**src/rtl/iss_pkg.sv**
```systemverilog
`timescale 1ns / 1ps
// ----------------------------------------------------------------------------
// Indexed sequence store package
// Beat types, operation and status codes, and the control word for the cells.
// ----------------------------------------------------------------------------
package iss_pkg;

	localparam logic [2:0] OP_READ      = 3'd0;
	localparam logic [2:0] OP_ADD_HEAD  = 3'd1;
	localparam logic [2:0] OP_ADD_TAIL  = 3'd2;
	localparam logic [2:0] OP_ADD_INDEX = 3'd3;
	localparam logic [2:0] OP_DELETE    = 3'd4;

	localparam logic [1:0] ST_DONE   = 2'd0;
	localparam logic [1:0] ST_BADPOS = 2'd1;
	localparam logic [1:0] ST_FULL   = 2'd2;

	localparam logic signed [31:0] WORD_NONE = 32'shFFFF_FFFF;

	typedef struct packed {
		logic [2:0]         func;
		logic signed [7:0]  position;
		logic signed [31:0] word_in;
	} req_t;

	typedef struct packed {
		logic signed [31:0] read_word;
		logic [1:0]         status;
		logic [6:0]         length;
	} rsp_t;

	typedef struct packed {
		logic ins;
		logic del;
		logic rd;
	} cell_ctrl_t;

endpackage

```
**src/rtl/iss_cell.sv**
```systemverilog
`timescale 1ns / 1ps
// ----------------------------------------------------------------------------
// Indexed sequence store cell
// Holds one word of the sequence and shifts it to or from its neighbors.
// ----------------------------------------------------------------------------
module iss_cell #(
	parameter int IDX = 0,
	parameter int PW  = 7
) (
	input  logic                    clk,
	input  iss_pkg::cell_ctrl_t     ctrl,
	input  logic [PW-1:0]           pos,
	input  logic signed [31:0]      word_in,
	input  logic signed [31:0]      left_word,
	input  logic signed [31:0]      right_word,
	output logic signed [31:0]      word,
	output logic signed [31:0]      rd_word_s1
);
	import iss_pkg::*;

	localparam logic [PW-1:0] MY_IDX = PW'(IDX);

	logic signed [31:0] word_q;

	always_ff @(posedge clk) begin
		if (ctrl.ins) begin
			if (MY_IDX == pos) begin
				word_q <= word_in;
			end else if (MY_IDX > pos) begin
				word_q <= left_word;
			end
		end else if (ctrl.del) begin
			if (MY_IDX >= pos) begin
				word_q <= right_word;
			end
		end
		rd_word_s1 <= (ctrl.rd && (MY_IDX == pos)) ? word_q : '0;
	end

	assign word = word_q;

endmodule

```
**config.mk**
```make
export PLATFORM = sky130hd
export DESIGN_NAME = iss_cell
export DESIGN_NICKNAME = d
export VERILOG_FILES = /design/src/rtl/iss_pkg.sv /design/src/rtl/iss_cell.sv
export SDC_FILE = /design/constraint.sdc
export NUM_CORES = 1
export LEC_CHECK = 0
export ABC_AREA = 1
export BUFFER_PORTS_ARGS = -buffer_cell sky130_fd_sc_hd__buf_2
export CAP_MARGIN = 20
export CORE_MARGIN = 2
export CORE_UTILIZATION = 46
export CTS_BUF_LIST = sky130_fd_sc_hd__clkbuf_2 sky130_fd_sc_hd__clkbuf_4 sky130_fd_sc_hd__clkbuf_8
export CTS_CLUSTER_SIZE = 40
export DETAILED_ROUTE_END_ITERATION = 7
export PLACE_DENSITY_LB_ADDON = 0.2
export SETUP_SLACK_MARGIN = 0.05
export SYNTH_ARGS = -nofsm -noshare
export SYNTH_HDL_FRONTEND = slang
export SYNTH_SLANG_ARGS = --single-unit
```
**constraint.sdc**
```tcl
create_clock -name clk -period 2.21 [get_ports clk]
set_input_delay 0.442 -clock clk [delete_from_list [all_inputs] [get_ports clk]]
set_output_delay 0.442 -clock clk [all_outputs]
set_load 0.1 [all_outputs]
```
---- Word level (Yosys, flattened, before mapping) ----
Index checks and enable logic that the tools add are counted.
W data, S select, Z words.
word-level totals
  output and inout bits ................... 64
  register bits after elaboration ......... 64
  word-level logic and storage cells ...... 15
operators by class
  reductions and logical operators ........ 5
  muxes and demuxes ....................... 5
  $lt $le $gt $ge ......................... 2
  eq/ne operators ......................... 1
operator list
  operator              number
  $mux W32              5
  $ge A1 B7 Y1 const A  1
  $gt A1 B7 Y1 const A  1
  $logic_not A7 Y1      1
  $reduce_bool A2 Y1    2
  $ne A3 B1 Y1 const B  1
  $reduce_and A3 Y1     1
  $logic_and A1 B1 Y1   1

---- Longest topological paths before layout ----
Gate-level depths: netlist of the first run.
  depth after elaboration ................. 4
  mapped depth ............................ 7

---- Least setup slack after synthesis of the first run ----
Ideal clock, no wire load.
  kind .................................... input -> register
  start ................................... input port pos[5]
  end ..................................... register word_q[0], in the netlist word[0], enable pin
  buffers on the path ..................... 0
  setup time .............................. 0.391 ns
  arrival time ............................ 1.593 ns
  path slack .............................. 0.226 ns
  stages on the path ...................... 4
  cell sequence ........................... nor2_1 -> nand2_2 -> nor2_4 -> o21a_1
between the ends
  cells in the longest elaborated chain, start to end .. 3
ends and longest elaborated chain
  element                                                       RTL line        source
  start: declaration                                            iss_cell.sv:12  input logic [PW-1:0] pos,
  $gt A1 B7 Y1, or another cell as far along                    iss_cell.sv:29  end else if (MY_IDX > pos) begin
  $ne A3 B1 Y1 (no line) or $reduce_bool A2 Y1 (tied branches)  --
  $reduce_and A3 Y1 (no line) (*)                               --
  end signal: assignment                                        iss_cell.sv:28  word_q <= word_in;
  end signal: assignment                                        iss_cell.sv:30  word_q <= left_word;
  end signal: assignment                                        iss_cell.sv:34  word_q <= right_word;
  end: declaration                                              iss_cell.sv:23  logic signed [31:0] word_q;
Mark *: on every way between the ends. The rest lies on a longest branch, timed or not.
A chain may end at the register's enable or synchronous reset.

---- Worst setup path after layout of the first run ----
  start ................................... register word_q[19], in the netlist word[19]
  end ..................................... output port word[19]
RTL lines
  element           RTL line        source
  end: declaration  iss_cell.sv:16  output logic signed [31:0] word,
No word-level cell between the ends.

==> results of run 1 <==
## area by class of cell
type / instances / area share
clock buffers: 12 / 0.0354
clock inverters: 4 / 0.0109
inverters: 101 / 0.0917
multi-input cells: 202 / 0.232
flip-flops and latches: 64 / 0.387
well taps: 77 / 0.0233
repair buffers: 176 / 0.220
## power by group through the flow
stage,clock [uW],sequential (uW),combinational [uW]
final,972,1260,277
after global routing,1030,1260,309
after CTS,988,1260,277
after detailed placement,0,1280,275
after global placement,0,1280,272
after floorplan,0,1310,122
## path summary, 6_finish.rpt
path,startpoint,cells after the start,endpoint,slack (ns)
setup / recovery,word[19],1,word[19],0.62
hold / removal,right_word[10],3,word[10],0.37
setup reg to reg,word[0],2,rd_word_s1[0],1.55
hold reg to reg,word[21],2,rd_word_s1[21],0.50
## routing by layer
layer  up-vias  share of wire  global-route usage  wire length, um
met5         -              0                   0                0
met4         0         0.0093              0.0693               77
met3         6          0.095              0.0577              786
met2       164           0.50               0.384             4080
met1      1319           0.40               0.266             3300
li1       1508              -                   -                -
## through the flow
step           power [uW]  instances  cell area (um^2)
2_1_floorplan        1430        389              3090
4_1_cts              2520        636              4130
3_5_place_dp         1560        620              3940
6_report             2500        636              4130
5_1_grt              2600        636              4130
3_3_place_gp         1550        620              3940
## kinds of logic (layout without fill, tap and decap cells)
group | Yosys count | in the layout | synth area share
AO/OA/AOI/OAI | 33 | 33 | 0.0543
buffers and inverters | 123 | 293 | 0.172
flip-flops | 64 | 64 | 0.518
AND/OR/NAND/NOR | 169 | 169 | 0.256
## cell usage in the layout, fill, tap and decap left out, types with 5 or more instances in the layout
cell type and instances:
nand2_1 65, dfxtp_1 32, nor2_1 14, nor2_2 22, o21ai_0 32, buf_4 5
inv_1 100, edfxtp_1 32, clkbuf_8 9, nand3_1 64, buf_2 170
## state kept, by name, indices dropped and copies added, names as in the netlist
name and count:
rd_word_s1 32, word 32
==> metrics.md, run 1 <==
| Metric | Value |
|---|---|
| RSZ-0062 raised after global routing | no |
| CP Max Fanout | 2 |
| Multi-input gate area | 957 um^2 |
| Final hold vios | 0 |
| CTS Sinks | 64 |
| Clk root buf | clkbuf_8 |
| Nets | about 660 |
| DRC viols | 0 |
| Family with the most delay on the worst path | buffers and inverters |
| CTS tree | done |
| Seq/Total Area, Yosys | 0.518 |
| Synth Cell Area | 3090 um^2 |
| Fin crit share | 0.721 |
| Critical Path Sink Type | output port |
| Comb pwr share | 0.111 |
| Row count | 29 |
| Post-DP HPWL | a little over 6000 um |
| Starting Density | 0.481 |
| MaxCap Viol Count | 0 |
| Crit path arrival time | 1.15 ns |
| Share of cells above drive strength 1 | 0.392 |
| Peak supply drop | 0.000296 V |
| Antenna violations before repair | 0 |
| Ys flop type | edfxtp_1 |
| Vias | roughly 3000 |
| Slew headroom | 0.650 |
| FF+latch count, synth | 64 |
| Switching Share | 0.233 |
| H-tree depth | 3 |
| Vias in the first global route | 2745 |
| Final setup fails | 0 |
| CP required | 1.77 ns |
| Full die area | 7390 um^2 |
| Register area | ~1600 um^2 |
| Placer Congestion | approximately 0.80 |
| First-pass GRT wire length | 12600 um |
| Avg Inst Size Synth | 7.94 um^2 |
| Drt wl/cell | 13.0 um |
| Pleak | roughly 0.0024 uW |
| Syn_nets | 496 |
| Synth warn | 0 |
| Total setup buffers inserted after CTS | 0 |
| CP Launch Type | flop |
| Largest net degree at the start of global routing | 33 |
| Fmax | around 630 MHz |
| DR iter-0 viols | 149 |
| CP cell instances | buf_2 |
| Cell with the most instances after synthesis | inv_1 |
| Syn Inst Count | just under 400 |
| Clk_lat worst skew | between 0.3 and 0.4 ns |
| Hold WS | around 0.37 ns |
| Clock transition at the registers of the reported paths | 0.07 ns |
| PD cells | 606 nW/um^2 |
| Power Internal | ~1900 uW |
| Num CTS Buffers | 9 |
| Max Slew Vio Count | 0 |
| CP max stage delay | 0.44 ns |
| Unique cell type count in the Yosys netlist | 18 |
| Buffers & Inverters on Critical Path | 1 |
| Worst setup margin | 0.616 ns |
| CTS Hold Bufs | 0 |
| # IOs | 171 |
| Power share of the clock group | 0.388 |
| Area share of the largest cell type after synthesis | 0.311 |
| DR pass1 iterations | 5 |
| Die Wd | between 80 and 90 um |
| Final WL | 8250 um |
| Kind of critical path | flop to output port |
| Sum of negative setup slack | 0 ns |
| Actual slew at the worst max-slew pin | 0.525 ns |
| Area grow syn2layout | 33.8% |
| FFs w/ async S/R, synth | 0 |
| Commonest cells post-synth | inv_1, nand2_1, nand3_1 |
| Status | finished clean |
| FILL cells | 573 |
| Synth area leader | edfxtp_1 |
| PortBufs | 170 |
| Final Core Density | 0.644 |
| Ranking of synthesized cells by area | edfxtp_1, dfxtp_1, inv_1, nand3_1, nand2_1 |
| Period minus WS final | roughly 1.6 ns |
| Slowest-stage cell, CP | buf_2 |
| Vias per cell | 4.71 |
| Post-DRT Antenna Nets | 0 |
| Overall routing resource usage | 0.221 |
| # resized after CTS | 0 |
| Ant. Diodes | 0 |
| Clk_skew | approximately 0.0064 ns |
| Congestion Overflow GR | 0 |
| Sequential power share | 0.501 |
| Clock Path Buffers | 2 |
| Dpl ws | approximately 0.28 ns |
| Psw | between 500 and 600 uW |
| Worst Hold Class | input port to flop |
| Die Ht | 86.0 um |
| Core Area | 6420 um^2 |
| Number of synthesized flops with an enable pin | 32 |
No activity file was read; power rests on OpenSTA's default activity.
==> inputs of run 2 (changes only) <==
--- a/config.mk
+++ b/config.mk
@@ -9,7 +9,7 @@
 export BUFFER_PORTS_ARGS = -buffer_cell sky130_fd_sc_hd__buf_2
 export CAP_MARGIN = 20
 export CORE_MARGIN = 2
-export CORE_UTILIZATION = 46
+export CORE_UTILIZATION = 42
 export CTS_BUF_LIST = sky130_fd_sc_hd__clkbuf_2 sky130_fd_sc_hd__clkbuf_4 sky130_fd_sc_hd__clkbuf_8
 export CTS_CLUSTER_SIZE = 40
 export DETAILED_ROUTE_END_ITERATION = 7
==> constraint.sdc (replaced) <==
create_clock -name clk -period 1.3 [get_ports clk]
set_input_delay 0.26 -clock clk [delete_from_list [all_inputs] [get_ports clk]]
set_output_delay 0.26 -clock clk [all_outputs]
set_load 0.1 [all_outputs]
==> metrics.md, run 2 (same netlist as run 1, synthesis figures left out) <==
| Metric | Value |
|---|---|
| Vias per cell | 4.48 (was 4.71) |
| CTS Sinks | 64 (unchanged) |
| Family with the most delay on the worst path | flip-flops (was buffers and inverters) |
| Full die area | 8060 um^2 (was 7390 um^2) |
| Row count | 31 (was 29) |
| Slew headroom | 0.812 (was 0.650) |
| WP depth | 1 (unchanged) |
| Sequential power share | 0.455 (was 0.501) |
| Post-DP HPWL | 6600 um (was 6050 um) |
| DRC viols | 0 (unchanged) |
| Psw | 1030 uW (was 583 uW) |
| Sum of negative setup slack | 0 ns (unchanged) |
| Kind of critical path | flop to output port (unchanged) |
| Clock Path Buffers | 2 (unchanged) |
| Vias | 3009 (was 2997) |
| Final setup fails | 0 (unchanged) |
| Slowest-stage cell, CP | edfxtp_1 (was buf_2) |
| Clk_skew | 0.00922 ns (was 0.00643 ns) |
| Vias in the first global route | 2890 (was 2745) |
| Fin cells | 672 (was 636) |
| CTS tree | done (unchanged) |
| Antenna violations before repair | 0 (unchanged) |
| RSZ-0062 raised after global routing | yes (was no) |
| Num CTS Buffers | 9 (unchanged) |
| Placer Congestion | 0.836 (was 0.803) |
| Critical Path Sink Type | output port (unchanged) |
| Post-DRT Antenna Nets | 0 (unchanged) |
| Die Wd | 89.8 um (was 86.0 um) |
| Pleak | 0.00267 uW (was 0.00236 uW) |
| Buffers & Inverters on Critical Path | 1 (unchanged) |
| Drt wl/cell | 12.8 um (was 13.0 um) |
| CP max stage delay | 0.47 ns (was 0.44 ns) |
| Reg2reg start | word[20] (was word[0]) |
| Fin crit share | 0.971 |
| Fmax | 792 MHz |
| Crit path capture | word[8] (was word[19]) |
| Switching Share | 0.218 (was 0.233) |
| CP required | 1.04 ns (was 1.77 ns) |
| Clock transition at the registers of the reported paths | 0.07 ns (about the same) |
| Post-Place Cells | 653 (was 620) |
| Power Internal | 3680 uW (was 1920 uW) |
| Critical Path Start | word[8] (was word[19]) |
| Most frequent cells in the layout | buf_2, inv_1, nand2_1, nand3_1, buf_12 (was buf_2, inv_1, nand2_1, nand3_1) |
| Die Ht | 89.8 um (was 86.0 um) |
| Area grow syn2layout | 62.7% (was 33.8%) |
| Congestion Overflow GR | 0 (unchanged) |
| Peak supply drop | 0.000405 V (was 0.000296 V) |
| Overall routing resource usage | 0.216 (was 0.221) |
| Worst Hold Class | input port to flop (unchanged) |
| Clk root buf | clkbuf_8 (unchanged) |
| Final Core Density | 0.700 (was 0.644) |
| PortBufs | 170 (unchanged) |
| Max Slew Vio Count | 0 (unchanged) |
| PD cells | 935 nW/um^2 (was 606 nW/um^2) |
| Share of cells above drive strength 1 | 0.412 (was 0.392) |
| CP Max Fanout | 2 (unchanged) |
| R2R Setup Slk | 0.52 ns (was 1.55 ns) |
| H-tree depth | 3 (unchanged) |
| Comb pwr share | 0.110 (was 0.111) |
| MaxCap Viol Count | 0 (unchanged) |
| Final WL | 8620 um (was 8250 um) |
| CP cell instances | buf_12 (was buf_2) |
| CP Launch Type | flop (unchanged) |
| Commonest non-fill, non-tap cell in the layout | buf_2 (unchanged) |
| Core Area | 7180 um^2 (was 6420 um^2) |
| # IOs | 171 (unchanged) |
| Pwr Total | 4700 uW (was 2500 uW) |
| Reg-to-Reg End | rd_word_s1[20] (was rd_word_s1[0]) |
| CTS Hold Bufs | 0 (unchanged) |
| DR iter-0 viols | 128 (was 149) |
| Final hold vios | 0 (unchanged) |
| Placed inst area | 4690 um^2 (was 3940 um^2) |
| Largest net degree at the start of global routing | 33 (unchanged) |
| Nets | 675 (was 661) |
| Clk_lat worst skew | 0.33 ns (was 0.34 ns) |
| Status | finished clean (unchanged) |
| Actual slew at the worst max-slew pin | 0.284 ns (was 0.525 ns) |
| Final Instance Area | 5030 um^2 (was 4130 um^2) |
| Ant. Diodes | 0 (unchanged) |
| Period minus WS final | 1.26 ns |
| Crit path arrival time | 1.00 ns (was 1.15 ns) |
| First-pass GRT wire length | 13800 um (was 12600 um) |
| Power share of the clock group | 0.436 (was 0.388) |
| Starting Density | 0.431 (was 0.481) |
| DR pass1 iterations | 4 (was 5) |
| Worst r2r path cells | 3 (was 2) |
==> run 2: cell types whose count changed in the layout (fill, tap and decap cells not counted), moves of 2 or more <==
| cell | delta |
|---|---|
| buf_2 | -64 |
| buf_12 | +41 |
| buf_4 | +36 |
| clkbuf_8 | +4 |
| clkinv_2 | -3 |
| clkbuf_4 | -2 |
| nor2_1 | -2 |
| nor2_4 | +2 |
==> run 2: repair_timing <==
action | CTS | global route
setup endpoints to repair | 32 | 21
gates resized for setup | 27 | 1
buffers inserted | 0 | 3
==> run 2: how the worst min path moves through the flow <==
| stage | slack, ns | from | cells after the start | to |
|---|---|---|---|---|
| global route | 0.20 | right_word[30] | 3 | word[30] |
| finish | 0.20 | right_word[14] | 3 | word[14] |
| global placement | 0.54 | right_word[0] | 3 | word[0] |
| floorplan | 0.42 | ctrl[0] | 2 | rd_word_s1[1] |
| detailed placement | 0.54 | right_word[30] | 3 | word[30] |
| CTS | 0.19 | right_word[14] | 3 | word[14] |
==> run 2: routing by layer <==
layer	vias up	routed length, um	global-route usage
met4	0	146	0.0821
met2	122	4550	0.386
met3	11	501	0.0386
met5	-	0	0
met1	1338	3430	0.258
li1	1538	-	-
==> run 2: area by class of cell <==
type                    instances  area [um^2]
repair buffers                190         1690
multi-input cells             202          985
clock buffers                  14          186
well taps                      99          124
clock inverters                 2         60.1
inverters                     101          379
fillers                       537         2150
flip-flops and latches         64         1600
==> run 2: metrics by stage <==
step / setup WS (ns) / hold slack (ns)
finish: 0.0373 / 0.201
detailed placement: -0.0622 / 0.539
global route: -0.00150 / 0.198
floorplan: 0.0281 / 0.417
CTS: 0.0175 / 0.190
global placement: -0.00897 / 0.536
==> run 2: power by group through the flow <==
| stage | Sequential [uW] | Clock, uW | Combinational (uW) |
|---|---|---|---|
| after global placement | 2180 | 0 | 500 |
| after floorplan | 2230 | 0 | 211 |
| after CTS | 2140 | 2070 | 515 |
| after detailed placement | 2180 | 0 | 510 |
| after global routing | 2140 | 2180 | 576 |
| final | 2140 | 2050 | 516 |
==> inputs of run 3 (changes only) <==
--- a/config.mk
+++ b/config.mk
@@ -5,12 +5,11 @@
 export SDC_FILE = /design/constraint.sdc
 export NUM_CORES = 1
 export LEC_CHECK = 0
-export ABC_AREA = 1
 export BUFFER_PORTS_ARGS = -buffer_cell sky130_fd_sc_hd__buf_2
 export CAP_MARGIN = 20
 export CORE_MARGIN = 2
-export CORE_UTILIZATION = 42
-export CTS_BUF_LIST = sky130_fd_sc_hd__clkbuf_2 sky130_fd_sc_hd__clkbuf_4 sky130_fd_sc_hd__clkbuf_8
+export CORE_UTILIZATION = 39
+export CTS_BUF_LIST = sky130_fd_sc_hd__clkbuf_4
 export CTS_CLUSTER_SIZE = 40
 export DETAILED_ROUTE_END_ITERATION = 7
 export PLACE_DENSITY_LB_ADDON = 0.2
==> metrics.md, run 3 <==
| Metric | Value |
|---|---|
| Status | complete, but fails checks (was finished clean) |
| Failing checks | setup timing |
| Overall routing resource usage | 0.219 (was 0.216) |
| Final Core Density | 0.766 (was 0.700) |
| Switching Share | 0.242 (was 0.218) |
| Clk_skew | 0.0129 ns (was 0.00922 ns) |
| Clk root buf | clkbuf_4 (was clkbuf_8) |
| Power Internal | 2980 uW (was 3680 uW) |
| Synth area leader | edfxtp_1 (unchanged) |
| Core Area | 6420 um^2 (was 7180 um^2) |
| CP Launch Type | input port (was flop) |
| Fin crit share | 1.04 (was 0.971) |
| Vias per cell | 5.22 (was 4.48) |
| Share of cells above drive strength 1 | 0.563 (was 0.412) |
| Unique cell type count in the Yosys netlist | 18 (unchanged) |
| Die Wd | 86.0 um (was 89.8 um) |
| Nets | 546 (was 675) |
| Vias | 2722 (was 3009) |
| Slowest-stage cell, CP | or4_4 (was edfxtp_1) |
| CP cell instances | buf_6 > or4_4 > nor2_4 > o21a_4 > buf_12 (was buf_12) |
| Number of synthesized flops with an enable pin | 32 (unchanged) |
| Max Slew Vio Count | 0 (unchanged) |
| Period minus WS final | 1.35 ns (was 1.26 ns) |
| Dpl ws | -0.447 ns (was -0.0622 ns) |
| Clock transition at the registers of the reported paths | 0.10 ns (was 0.07 ns) |
| Post-Place Cells | 497 (was 653) |
| Comb pwr share | 0.126 (was 0.110) |
| Ys flop type | edfxtp_1 (unchanged) |
| CP Max Fanout | 13 (was 2) |
| Pleak | 0.00214 uW (was 0.00267 uW) |
| Post-DRT Antenna Nets | 0 (unchanged) |
| Die Ht | 86.0 um (was 89.8 um) |
| Pwr Total | 3940 uW (was 4700 uW) |
| Full die area | 7400 um^2 (was 8060 um^2) |
| Syn_nets | 362 (was 496) |
| Most frequent cells in the layout | buf_2, buf_12 (was buf_2, inv_1, nand2_1, nand3_1, buf_12) |
| PD cells | 800 nW/um^2 (was 935 nW/um^2) |
| PortBufs | 170 (unchanged) |
| # IOs | 171 (unchanged) |
| Fmax | 740 MHz (was 792 MHz) |
| Congestion Overflow GR | 0 (unchanged) |
| RSZ-0062 raised after global routing | yes (unchanged) |
| Actual slew at the worst max-slew pin | 0.466 ns (was 0.284 ns) |
| MaxCap Viol Count | 0 (unchanged) |
| Commonest non-fill, non-tap cell in the layout | buf_2 (unchanged) |
| Sum of negative setup slack | -0.989 ns (was 0 ns) |
| DR iter-0 viols | 108 (was 128) |
| Synth warn | 0 (unchanged) |
| Kind of critical path | input port to flop (was flop to output port) |
| Final WL | 8710 um (was 8620 um) |
| Ranking of synthesized cells by area | edfxtp_1, dfxtp_1, a31oi_1, and3_1, nand3_1 (was edfxtp_1, dfxtp_1, inv_1, nand3_1, nand2_1) |
| Area grow syn2layout | 87.5% (was 62.7%) |
| Worst r2r path cells | 3 (unchanged) |
| Post-DP HPWL | 5900 um (was 6600 um) |
| Worst Hold Class | input port to flop (unchanged) |
| CP max stage delay | 0.58 ns (was 0.47 ns) |
| Fin cells | 521 (was 672) |
| Sequential power share | 0.543 (was 0.455) |
| Synth Cell Area | 2630 um^2 (was 3090 um^2) |
| CTS Hold Bufs | 0 (unchanged) |
| Syn Inst Count | 255 (was 389) |
| Num CTS Buffers | 9 (unchanged) |
| Worst setup margin | -0.0513 ns (was 0.0373 ns) |
| First-pass GRT wire length | 12400 um (was 13800 um) |
| Slew headroom | 0.689 (was 0.812) |
| Hold depth | 3 (unchanged) |
| DRC viols | 0 (unchanged) |
| Psw | 954 uW (was 1030 uW) |
| Ant. Diodes | 0 (unchanged) |
| Power share of the clock group | 0.331 (was 0.436) |
| CTS tree | done (unchanged) |
| Drt wl/cell | 16.7 um (was 12.8 um) |
| FILL cells | 413 (was 537) |
| CTS Sinks | 64 (unchanged) |
| Avg Inst Size Synth | 10.3 um^2 (was 7.94 um^2) |
| Family with the most delay on the worst path | simple AND/OR/NAND/NOR gates (was flip-flops) |
| Vias in the first global route | 2498 (was 2890) |
| WP depth | 5 (was 1) |
| DR pass1 iterations | 4 (unchanged) |
| Largest net degree at the start of global routing | 43 (was 33) |
| Starting Density | 0.409 (was 0.431) |
| H-tree depth | 3 (unchanged) |
| Placer Congestion | 0.901 (was 0.836) |
| Clock Path Buffers | 2 (unchanged) |
| Area share of the largest cell type after synthesis | 0.366 (was 0.311) |
| FF+latch count, synth | 64 (unchanged) |
| CP required | 1.40 ns (was 1.04 ns) |
| Clk_lat worst skew | 0.39 ns (was 0.33 ns) |
| FFs w/ async S/R, synth | 0 (unchanged) |
| Final setup fails | 36 (was 0) |
| Buffers & Inverters on Critical Path | 2 (was 1) |
| Crit path arrival time | 1.45 ns (was 1.00 ns) |
| Critical Path Sink Type | flop (was output port) |
| Seq/Total Area, Yosys | 0.610 (was 0.518) |
| Final hold vios | 0 (unchanged) |
| Antenna violations before repair | 0 (unchanged) |
| Peak supply drop | 0.000511 V (was 0.000405 V) |
| Row count | 29 (was 31) |
[run 3: per-stage QoR]
| step | hold WS, ns | cell area [um^2] |
|---|---|---|
| after floorplan | 0.427 | 2640 |
| after CTS | 0.181 | 4630 |
| after detailed placement | 0.560 | 4290 |
| after global routing | 0.177 | 4920 |
| final | 0.203 | 4920 |
| after global placement | 0.551 | 4290 |
[run 3: area by class of cell]
class / instances / area [um^2] / area share
well taps: 77 / 96.3 / 0.0196
flip-flops and latches: 64 / 1640 / 0.333
multi-input cells: 166 / 928 / 0.189
clock inverters: 5 / 47.5 / 0.00966
repair buffers: 198 / 2130 / 0.433
clock buffers: 11 / 82.6 / 0.0168
[run 3: worst paths after layout]
path / endpoint / from / slack (ns)
max: word[22] / pos[0] / -0.05
min: word[18] / right_word[18] / 0.20
max reg2reg: rd_word_s1[29] / word[29] / 0.32
min reg2reg: rd_word_s1[27] / word[27] / 0.58
[run 3: worst reg2reg max path, cell delays in order (launching register included)]
cell,delay (ns)
edfxtp_1,0.45
buf_4,0.16
buf_4,0.12
and3_1,0.15
[run 3: timing repair]
| item | 4_1_cts | 5_1_grt |
|---|---|---|
| buffers inserted | 1 | 4 |
| pin swaps | 3 | 3 |
| resized for setup | 64 | 80 |
| cloned | 0 | 3 |
| endpoints found under the setup margin | 81 | 111 |
[run 3: power groups by stage]
| stage | combinational (uW) | clock [uW] | sequential [uW] |
|---|---|---|---|
| 2_1_floorplan | 157 | 0 | 2230 |
| 3_3_place_gp | 460 | 0 | 2180 |
| 3_5_place_dp | 472 | 0 | 2180 |
| 4_1_cts | 480 | 1340 | 2140 |
| 5_1_grt | 537 | 1420 | 2140 |
| 6_report | 497 | 1300 | 2140 |
[run 3: cell families (layout without fill, tap and decap cells)]
| group | count (synthesis) | after routing | share of synthesized area |
|---|---|---|---|
| buffers and inverters | 25 | 214 | 0.0472 |
| AOI/OAI and AO/OA | 65 | 65 | 0.140 |
| and+or+nand+nor | 101 | 101 | 0.203 |
| DFF | 64 | 64 | 0.610 |
[run 3: routing by layer]
metal | GRT usage | part of all wire | vias up | wire length (um)
li1 | - | - | 1317 | -
met1 | 0.283 | 0.40 | 1255 | 3460
met2 | 0.363 | 0.51 | 140 | 4480
met3 | 0.0510 | 0.075 | 10 | 650
met4 | 0.0693 | 0.014 | 0 | 121
met5 | 0 | 0 | - | 0
